--- src/hdl/wsfe_pkg.sv ---
// ----------------------------------------------------------------------------
// websocket frame encoder package
// operation codes, header constants and header byte selection
// ----------------------------------------------------------------------------
`timescale 1ns / 1ps

package wsfe_pkg;

    typedef enum logic
    {
        OP_START = 1'b0,
        OP_DATA  = 1'b1
    } op_t;

    typedef enum logic [1:0]
    {
        LEN_SHORT,
        LEN_MID,
        LEN_LONG
    } len_class_t;

    localparam logic [7:0]  FIN_BIT      = 8'h80;
    localparam logic [7:0]  MASK_BIT     = 8'h80;
    localparam logic [7:0]  LEN_CODE16   = 8'd126;
    localparam logic [7:0]  LEN_CODE64   = 8'd127;
    localparam logic [62:0] LEN7_MAX     = 63'd125;
    localparam logic [62:0] LEN16_MAX    = 63'd65535;
    localparam logic [3:0]  KEY_AT_SHORT = 4'd2;
    localparam logic [3:0]  KEY_AT_MID   = 4'd4;
    localparam logic [3:0]  KEY_AT_LONG  = 4'd10;
    localparam logic [3:0]  LONG_EXT_TOP = 4'd9;

    function automatic logic [3:0] key_base(input len_class_t cls);
        logic [3:0] base;
        case (cls)
            LEN_SHORT: base = KEY_AT_SHORT;
            LEN_MID:   base = KEY_AT_MID;
            default:   base = KEY_AT_LONG;
        endcase
        return base;
    endfunction

    function automatic logic [3:0] hdr_last_idx(input len_class_t cls);
        return key_base(cls) + 4'd3;
    endfunction

    function automatic logic [7:0] hdr_byte(
        input logic [3:0]  idx,
        input len_class_t  cls,
        input logic [3:0]  opcode,
        input logic [62:0] len,
        input logic [31:0] key
    );
        logic [63:0] ext;
        logic [3:0]  base;
        logic [3:0]  key_off;
        logic [2:0]  ext_sel;
        logic [7:0]  code;
        logic [7:0]  res;
        ext     = {1'b0, len};
        base    = key_base(cls);
        key_off = idx - base;
        ext_sel = 3'(LONG_EXT_TOP - idx);
        case (cls)
            LEN_SHORT: code = {1'b0, len[6:0]};
            LEN_MID:   code = LEN_CODE16;
            default:   code = LEN_CODE64;
        endcase
        if (idx == 4'd0)
        begin
            res = FIN_BIT | {4'b0, opcode};
        end
        else if (idx == 4'd1)
        begin
            res = MASK_BIT | code;
        end
        else if (idx >= base)
        begin
            res = key[key_off[1:0]*8 +: 8];
        end
        else if (cls == LEN_MID)
        begin
            res = (idx == 4'd2) ? len[15:8] : len[7:0];
        end
        else
        begin
            res = ext[ext_sel*8 +: 8];
        end
        return res;
    endfunction

endpackage

--- src/hdl/websocket_frame_encoder_top.sv ---
// ----------------------------------------------------------------------------
// websocket frame encoder
// A start word loads opcode, payload length and mask key and emits the client
// frame header (FIN and MASK set) one byte per cycle while the output is not
// stalled: 6 bytes for lengths up to 125, 8 up to 65535, 14 above. A data word
// yields one masked payload byte, or the byte unmasked with misuse_error when
// no frame payload remains; data words stream at one per cycle while the output
// is not stalled. An input register parts the input from the output register,
// so a word is taken while a result waits, and passes through both in turn.
// ----------------------------------------------------------------------------
`timescale 1ns / 1ps

module websocket_frame_encoder_top
(
    input  logic        clk,
    input  logic        rst_n,
    input  logic        in_valid,
    output logic        in_stall,
    input  logic        operation,
    input  logic [3:0]  opcode,
    input  logic [62:0] payload_length,
    input  logic [31:0] mask_key,
    input  logic [7:0]  data_byte,
    output logic        out_valid,
    input  logic        out_stall,
    output logic [7:0]  out_byte,
    output logic        last_of_run,
    output logic        end_of_frame,
    output logic        misuse_error
);
    import wsfe_pkg::*;

    logic        item_valid_reg, item_valid_next;
    op_t         item_op_reg, item_op_next;
    logic [3:0]  item_opcode_reg, item_opcode_next;
    logic [62:0] item_len_reg, item_len_next;
    logic [31:0] item_key_reg, item_key_next;
    logic [7:0]  item_data_reg, item_data_next;
    len_class_t  item_cls_reg, item_cls_next;
    logic [3:0]  hdr_idx_reg, hdr_idx_next;

    logic [31:0] key_store_reg, key_store_next;
    logic [1:0]  key_pos_reg, key_pos_next;
    logic [62:0] remaining_reg, remaining_next;

    logic        out_valid_reg, out_valid_next;
    logic [7:0]  out_byte_reg, out_byte_next;
    logic        out_last_reg, out_last_next;
    logic        out_eof_reg, out_eof_next;
    logic        out_err_reg, out_err_next;

    logic out_load;
    logic work;
    logic hdr_last;
    logic advance;
    logic in_take;

    always_comb
    begin
        out_load = !out_valid_reg || !out_stall;
        work     = item_valid_reg && out_load;
        hdr_last = (hdr_idx_reg == hdr_last_idx(item_cls_reg));
        advance  = work && ((item_op_reg == OP_DATA) || hdr_last);
        in_stall = item_valid_reg && !advance;
        in_take  = in_valid && !in_stall;

        item_op_next     = item_op_reg;
        item_opcode_next = item_opcode_reg;
        item_len_next    = item_len_reg;
        item_key_next    = item_key_reg;
        item_data_next   = item_data_reg;
        item_cls_next    = item_cls_reg;
        hdr_idx_next     = hdr_idx_reg;
        key_store_next   = key_store_reg;
        key_pos_next     = key_pos_reg;
        remaining_next   = remaining_reg;
        out_byte_next    = out_byte_reg;
        out_last_next    = out_last_reg;
        out_eof_next     = out_eof_reg;
        out_err_next     = out_err_reg;

        if (work)
        begin
            if (item_op_reg == OP_DATA)
            begin
                out_last_next = 1'b1;
                if (remaining_reg == 63'd0)
                begin
                    out_byte_next = item_data_reg;
                    out_eof_next  = 1'b0;
                    out_err_next  = 1'b1;
                end
                else
                begin
                    out_byte_next  = item_data_reg ^ key_store_reg[key_pos_reg*8 +: 8];
                    out_eof_next   = (remaining_reg == 63'd1);
                    out_err_next   = 1'b0;
                    key_pos_next   = key_pos_reg + 2'd1;
                    remaining_next = remaining_reg - 63'd1;
                end
            end
            else
            begin
                out_byte_next = hdr_byte(hdr_idx_reg, item_cls_reg, item_opcode_reg,
                                         item_len_reg, item_key_reg);
                out_last_next = hdr_last;
                out_eof_next  = hdr_last && (item_len_reg == 63'd0);
                out_err_next  = 1'b0;
                hdr_idx_next  = hdr_idx_reg + 4'd1;
                if (hdr_last)
                begin
                    key_store_next = item_key_reg;
                    key_pos_next   = 2'd0;
                    remaining_next = item_len_reg;
                end
            end
        end

        if (in_take)
        begin
            item_op_next     = op_t'(operation);
            item_opcode_next = opcode;
            item_len_next    = payload_length;
            item_key_next    = mask_key;
            item_data_next   = data_byte;
            hdr_idx_next     = 4'd0;
            if (payload_length <= LEN7_MAX)
            begin
                item_cls_next = LEN_SHORT;
            end
            else if (payload_length <= LEN16_MAX)
            begin
                item_cls_next = LEN_MID;
            end
            else
            begin
                item_cls_next = LEN_LONG;
            end
        end

        item_valid_next = in_take ? 1'b1 : (advance ? 1'b0 : item_valid_reg);
        out_valid_next  = out_load ? item_valid_reg : out_valid_reg;
    end

    always_ff @(posedge clk or negedge rst_n)
    begin
        if (!rst_n)
        begin
            item_valid_reg <= 1'b0;
            item_op_reg    <= OP_START;
            item_cls_reg   <= LEN_SHORT;
            hdr_idx_reg    <= 4'd0;
            key_store_reg  <= 32'd0;
            key_pos_reg    <= 2'd0;
            remaining_reg  <= 63'd0;
            out_valid_reg  <= 1'b0;
        end
        else
        begin
            item_valid_reg <= item_valid_next;
            item_op_reg    <= item_op_next;
            item_cls_reg   <= item_cls_next;
            hdr_idx_reg    <= hdr_idx_next;
            key_store_reg  <= key_store_next;
            key_pos_reg    <= key_pos_next;
            remaining_reg  <= remaining_next;
            out_valid_reg  <= out_valid_next;
        end
    end

    // payload words, no reset
    always_ff @(posedge clk)
    begin
        item_opcode_reg <= item_opcode_next;
        item_len_reg    <= item_len_next;
        item_key_reg    <= item_key_next;
        item_data_reg   <= item_data_next;
        out_byte_reg    <= out_byte_next;
        out_last_reg    <= out_last_next;
        out_eof_reg     <= out_eof_next;
        out_err_reg     <= out_err_next;
    end

    assign out_valid    = out_valid_reg;
    assign out_byte     = out_byte_reg;
    assign last_of_run  = out_last_reg;
    assign end_of_frame = out_eof_reg;
    assign misuse_error = out_err_reg;

endmodule

--- config.mk ---
export PLATFORM = sky130hd
export DESIGN_NAME = websocket_frame_encoder_top
export DESIGN_NICKNAME = d
export VERILOG_FILES = /design/src/hdl/wsfe_pkg.sv /design/src/hdl/websocket_frame_encoder_top.sv
export SDC_FILE = /design/constraint.sdc
export NUM_CORES = 1
export LEC_CHECK = 0
export BUFFER_PORTS_ARGS = -buffer_cell sky130_fd_sc_hd__buf_4
export CAP_MARGIN = 5
export CORE_ASPECT_RATIO = 0.7
export CORE_UTILIZATION = 40
export CTS_CLUSTER_DIAMETER = 60
export DETAILED_ROUTE_END_ITERATION = 10
export SLEW_MARGIN = 20
export SYNTH_ARGS = -nofsm -noshare
export SYNTH_HDL_FRONTEND = slang
export SYNTH_SLANG_ARGS = --single-unit
--- constraint.sdc ---
create_clock -name clk -period 8.7 [get_ports clk]
set_clock_uncertainty 0.2 [all_clocks]
set_input_delay 1.74 -clock clk [delete_from_list [all_inputs] [get_ports clk]]
set_output_delay 1.74 -clock clk [all_outputs]
set_load 0.01 [all_outputs]
After elaboration in Yosys (flattened, before gate mapping)
Cells that the tools add are included.
{ "totals": {"ff_bits": 224, "in_bits": 112, "wordCells": 85} }
{ "op_classes": {"add_sub_neg": 6, "order_cmp": 3, "n_eq_ne": 7, "shifts": 3, "mux": 27, "bitwise": 2, "reduce_logical": 21} }
{ "op_table": {"columns": ["operator", "n"], "rows": [
  ["$mux 63", 3],
  ["$logic_not 63->1", 2],
  ["$shiftx 32x6->8", 2],
  ["$shiftx 64x7->8", 1],
  ["$eq 63x1->1 const B", 1],
  ["$le 63x16->1 const B", 1],
  ["$le 63x7->1 const B", 1],
  ["$sub 63x1->63 const B", 1],
  ["$mux 8", 7],
  ["$mux 4", 5],
  ["$pmux 7 s2", 1],
  ["$mux 2", 5],
  ["$pmux 4 s2", 1],
  ["$xor 8x8->8", 1],
  ["$reduce_and 3->1", 2],
  ["$reduce_bool 2->1", 3],
  ["$logic_and 1x1->1", 5],
  ["$mux 1", 5],
  ["$add 4x1->4 const B", 1],
  ["$add 4x2->4 const B", 1],
  ["$eq 4x1->1 const B", 1],
  ["$eq 4x2->1 const B", 1],
  ["$eq 4x4->1", 1],
  ["$ge 4x4->1", 1],
  ["other kinds (12)", 16]
]} }

Logic depth before layout (Yosys ltp)
{ "logic_depth": {"ltp_word": 12, "depth_mapped": 12} }

Least setup slack after synthesis
OpenSTA, ideal clock, no wires.
{ "synth_timing": {"path_type": "flip-flop to flip-flop", "startpoint": "reg hdr_idx_reg[1]", "endpoint": "reg item_data_reg[0], enable pin", "setup_time_ns": 0.512, "arrival_time_ns": 5.641, "setup_slack_ns": 2.346, "stages_incl_launch_ff": 10, "path_buffers": 4, "period_less_slack_ns": 6.354, "path_cell_list": "dfrtp_1 > buf_1 > buf_2 > inv_1 > ha_1 > clkbuf_1 > nor3_1 > o21ai_1 > a21boi_0 > clkbuf_1"} }
{ "synth_between": {"elab_chain_len": 7} }
{ "synth_lines": {"columns": ["item", "line_no", "rtl"], "rows": [
  ["from (decl)", "websocket_frame_encoder_top.sv:40", "logic [3:0] hdr_idx_reg, hdr_idx_next;"],
  ["from (signal assigned)", "websocket_frame_encoder_top.sv:163", "hdr_idx_reg <= hdr_idx_next;"],
  ["$eq 4x4->1", "websocket_frame_encoder_top.sv:62", "hdr_last = (hdr_idx_reg == hdr_last_idx(item_cls_reg));"],
  ["$logic_or 1x1->1", "websocket_frame_encoder_top.sv:63", "advance = work && ((item_op_reg == OP_DATA) || hdr_last);"],
  ["$logic_and 1x1->1", "websocket_frame_encoder_top.sv:63", null],
  ["$logic_not 1->1", "websocket_frame_encoder_top.sv:64", "in_stall = item_valid_reg && !advance;"],
  ["$logic_and 1x1->1", "websocket_frame_encoder_top.sv:64", null],
  ["$logic_not 1->1", "websocket_frame_encoder_top.sv:65", "in_take = in_valid && !in_stall;"],
  ["$logic_and 1x1->1", "websocket_frame_encoder_top.sv:65", null],
  ["via in_take", "websocket_frame_encoder_top.sv:56", "logic in_take;"],
  ["to (signal assigned)", "websocket_frame_encoder_top.sv:177", "item_data_reg <= item_data_next;"],
  ["to (decl)", "websocket_frame_encoder_top.sv:38", "logic [7:0] item_data_reg, item_data_next;"]
]} }
The timed path passes the listed nets, and every way through them passes these cells.
A chain may end at the register's enable or synchronous reset.

Final worst setup path
{ "layout_timing": {"startpoint": "reg item_cls_reg[1]", "endpoint": "out in_stall"} }
{ "layout_between": {"elab_chain_len": 8, "elab_cells_between_ends": 9} }
{ "layout_lines": {"columns": ["item", "line_no", "rtl"], "rows": [
  ["from (decl)", "websocket_frame_encoder_top.sv:39", "len_class_t item_cls_reg, item_cls_next;"],
  ["from (signal assigned)", "websocket_frame_encoder_top.sv:162", "item_cls_reg <= item_cls_next;"],
  ["$eq 2x1->1 / $logic_not 2->1 (equally long branches)", "wsfe_pkg.sv:35", "case (cls)"],
  ["$pmux 4 s2 *", "wsfe_pkg.sv:35", null],
  ["$add 4x2->4 *", "wsfe_pkg.sv:44", "return key_base(cls) + 4'd3;"],
  ["$eq 4x4->1 *", "websocket_frame_encoder_top.sv:62", null],
  ["$logic_or 1x1->1 *", "websocket_frame_encoder_top.sv:63", null],
  ["$logic_and 1x1->1 *", "websocket_frame_encoder_top.sv:63", null],
  ["$logic_not 1->1 *", "websocket_frame_encoder_top.sv:64", null],
  ["$logic_and 1x1->1 *", "websocket_frame_encoder_top.sv:64", null],
  ["to (decl)", "websocket_frame_encoder_top.sv:18", "output logic in_stall,"]
]} }
Mark *: on every way between the ends. The rest lies on a longest branch, timed or not.

==> load_flow_metrics.sql <==
INSERT INTO impl_metrics (metric_group, metric, value, unit) VALUES
('logic_synthesis', 'synth-warning-count', '0', ''),
('placement', 'post-dp-hpwl', '25.8', 'mm'),
('timing', 'rsz0062_at_grt', 'false', ''),
('floorplanning', 'core-area', '28100', 'sq um'),
('floorplanning', 'initial_utilization', '0.411', ''),
('critical_path', 'crit_arrival', '3.65', 'ns'),
('critical_path', 'timing.critical_path.fanout_max', '12', ''),
('logic_synthesis', 'synth_enable_flop_cells', '118', ''),
('run', 'drv.max_cap_violation_count', '0', ''),
('logic_synthesis', 'number_of_instances_in_the_synthesized_netlist', '1023', ''),
('detailed_routing', 'drt.antenna.violating_nets', '0', ''),
('logic_synthesis', 'synth.top_cells.by_area', 'edfxtp_1 (31%), dfrtp_1 (23%), mux2i_1 (4.3%)', ''),
('logic_synthesis', 'synth.top_cell.area_share', '0.307', ''),
('finish', 'nFillCells', '2552', ''),
('finish', 'share_of_layout_cells_above_drive_strength_1', '0.224', ''),
('finish', 'multi_input_logic_area', '5050', 'sq um'),
('timing', 'report.final.slew_viol_count', '0', ''),
('clocking', 'clk_latency', '0.52', 'ns'),
('clocking', 'clk_pin_slew_worst_paths', '0.06', 'ns'),
('clocking', 'clockBufferDepth', '3', ''),
('timing', 'finalCritPeriodShare', '0.642', ''),
('finish', 'area.growth.synth_to_final', '18.1', '%'),
('logic_synthesis', 'synth.yosys.seq_area_share', '0.537', ''),
('finish', 'final-instance-count-excl-fill', '1515', ''),
('clocking', 'hold_buffers', '0', ''),
('clocking', 'cts-htree-levels', '1', ''),
('placement', 'placer_congestion_estimate', '0.944', ''),
('logic_synthesis', 'most_area_hungry_cell_type_in_the_yosys_netlist', 'edfxtp_1', ''),
('floorplanning', 'number_of_cell_rows', '51', ''),
('critical_path', 'worstSetupPathType', 'reg -> out', ''),
('timing', 'relSlewSlack', '0.195', ''),
('clocking', 'cts-buffers-inserted', '24', ''),
('power_and_ir_drop', 'power_leakage', '0.00503', 'uW'),
('timing', 'finalCriticalPeriod', '5.59', 'ns'),
('timing', 'worst-slew-pin-transition', '1.20', 'ns'),
('global_routing', 'globalRoute.totalOverflow', '0', ''),
('clocking', 'cts_resized', '0', ''),
('global_routing', 'grt_start_max_net_pins', '102', ''),
('global_routing', 'vias_in_the_first_global_route', '8599', ''),
('detailed_routing', 'vias_per_cell', '6.11', ''),
('logic_synthesis', 'synthFlopType', 'edfxtp_1', ''),
('timing', 'clock.fmax', '0.179', 'GHz'),
('power_and_ir_drop', 'worst_voltage_drop_across_the_vdd_grid', '173', 'uV'),
('finish', 'antenna-diode-count', '0', ''),
('global_routing', 'global_route_wire_length_before_repair', '53.8', 'mm'),
('logic_synthesis', 'synthArstFlopShare', '0.473', ''),
('placement', 'post-place-cells', '1471', ''),
('critical_path', 'critPathLaunchType', 'flop', ''),
('logic_synthesis', 'synth_cell_types', '78', ''),
('logic_synthesis', 'postSynthAreaPerCell', '11.3', 'sq um'),
('global_routing', 'number_of_antenna_violations_at_the_first_check_in_global_routing', '0', ''),
('critical_path', 'timing.critical_path.to_type', 'primary output', ''),
('clocking', 'clockRootBuffer', 'clkbuf_16', ''),
('floorplanning', 'top_level_ports', '125', ''),
('detailed_routing', 'routed_wl', '35.8', 'mm'),
('status', 'result_of_the_run', 'finished, final reports clean', ''),
('detailed_routing', 'vias', '9264', ''),
('placement', 'port_buffers', '124', ''),
('clocking', 'tritoncts', 'done', ''),
('logic_synthesis', 'mappedNetlistNets', '1145', ''),
('finish', 'fin_nets', '1248', ''),
('timing', 'timing.final.setup_violations', '0', ''),
('detailed_routing', 'dr.first_iter.drc_count', '993', ''),
('finish', 'final-seq-area', '6200', 'sq um'),
('timing', 'fin_tns_setup', '0', 'ns'),
('floorplanning', 'die_x', '205', 'um'),
('clocking', 'cts_sinks', '224', ''),
('floorplanning', 'design.die.area', '29500', 'sq um'),
('hold_path', 'worstHoldPathType', 'reg -> reg', ''),
('clocking', 'cts.repair_timing.setup_buffer_count', '0', ''),
('critical_path', 'cp.required', '6.76', 'ns'),
('floorplanning', 'die_height', '144', 'um'),
('logic_synthesis', 'synth-seq-cells', '224', ''),
('timing', 'fin_worst_hold_slack', '0.303', 'ns'),
('detailed_routing', 'number_of_iterations_in_the_first_detailed_routing_pass', '5', ''),
('logic_synthesis', 'synthesis.area', '11500', 'sq um'),
('global_routing', 'grt_usage', '0.244', ''),
('detailed_routing', 'routedWlPerCell', '23.6', 'um'),
('power_and_ir_drop', 'power_density', '325', 'nW/um^2'),
('timing', 'report.final.hold_viol_count', '0', ''),
('detailed_routing', 'drt_drc_violations_left', '0', '');
==> routing by layer <==
layer	routed length [um]	track usage
met1	17200	0.380
met4	772	0.0671
met3	3470	0.0536
met5	0	0
met2	14400	0.334
==> cell usage in the layout (no fill, tap or decap), drive strengths merged, types with 21 or more instances in the layout <==
cell type  count
a21oi         89
buf          136
clkbuf        34
dfrtp        106
edfxtp       118
mux2          32
mux2i         49
nand2         77
nor2          51
nor3          36
nor4          50
o21ai         54
o22ai         42
or4           21
==> Yosys cell counts (14+ instances only) <==
library cell,count
mux4_2,19
or4_1,16
edfxtp_1,118
nor2_1,51
clkbuf_1,43
nand3_1,20
mux2i_1,49
dfrtp_1,106
nor4_1,47
nand2_1,77
o22ai_1,41
nor3_1,34
o21ai_0,53
a21oi_1,88
nand4_1,19
inv_1,14
mux2_2,32
==> worst max-delay path, cell delays in order (launching register included) <==
cell and delay, ns:
dfrtp_1 0.45, nor2b_1 0.47, clkinv_1 0.42, ha_1 0.78, nor3_1 0.14, buf_4 0.22
o21ai_1 0.12, buf_4 0.21, and2_1 0.18, buf_4 0.13
==> final cells by class <==
type	instances	share of cell area
clock buffer	34	0.0498
clock inverter	10	0.0117
inverter	16	0.00441
multi-input combinational	724	0.370
sequential	224	0.455
tap	371	0.0341
timing repair buffer	136	0.0749
==> metrics by stage <==
step           total power (uW)  utilization  setup slack (ns)  area [sq um]
3_3_place_gp               3300        0.456              3.78         12800
3_5_place_dp               3320        0.456              3.73         12800
2_1_floorplan              2820            -              2.35         11500
6_report                   4430        0.486              3.11         13600
5_1_grt                    4650        0.486              2.87         13600
4_1_cts                    4420        0.486              3.14         13600
==> worst paths after layout <==
check | from | to | slack (ns) | depth (start not counted)
min in group asynchronous | rst_n | key_store_reg[4] | 1.00 | 1
worst min-delay path | item_key_reg[16] | key_store_reg[16] | 0.30 | 1
worst max register to register | item_cls_reg[1] | remaining_reg[7] | 4.29 | 11
worst min register to register | item_key_reg[16] | key_store_reg[16] | 0.30 | 1
worst max-delay path | item_cls_reg[1] | in_stall | 3.11 | 9
max in group asynchronous | rst_n | item_op_reg | 5.86 | 2
==> where the power goes <==
part	internal [uW]	total (uW)	switching, uW
Sequential	1470	1860	391
Combinational	647	1480	832
Clock	665	1090	426
==> cells by family (layout without fill, tap and decap cells) <==
family | after synthesis | after routing | share of synthesized area
AO/OA/AOI/OAI | 268 | 268 | 0.146
XOR/XNOR | 10 | 10 | 0.00759
adder cells (fa/ha/maj) | 10 | 10 | 0.0108
buffers and inverters | 75 | 196 | 0.0280
flip-flops | 224 | 224 | 0.537
multiplexers | 100 | 100 | 0.111
AND/OR/NAND/NOR | 336 | 336 | 0.160
(Power assumes the default switching activity.)
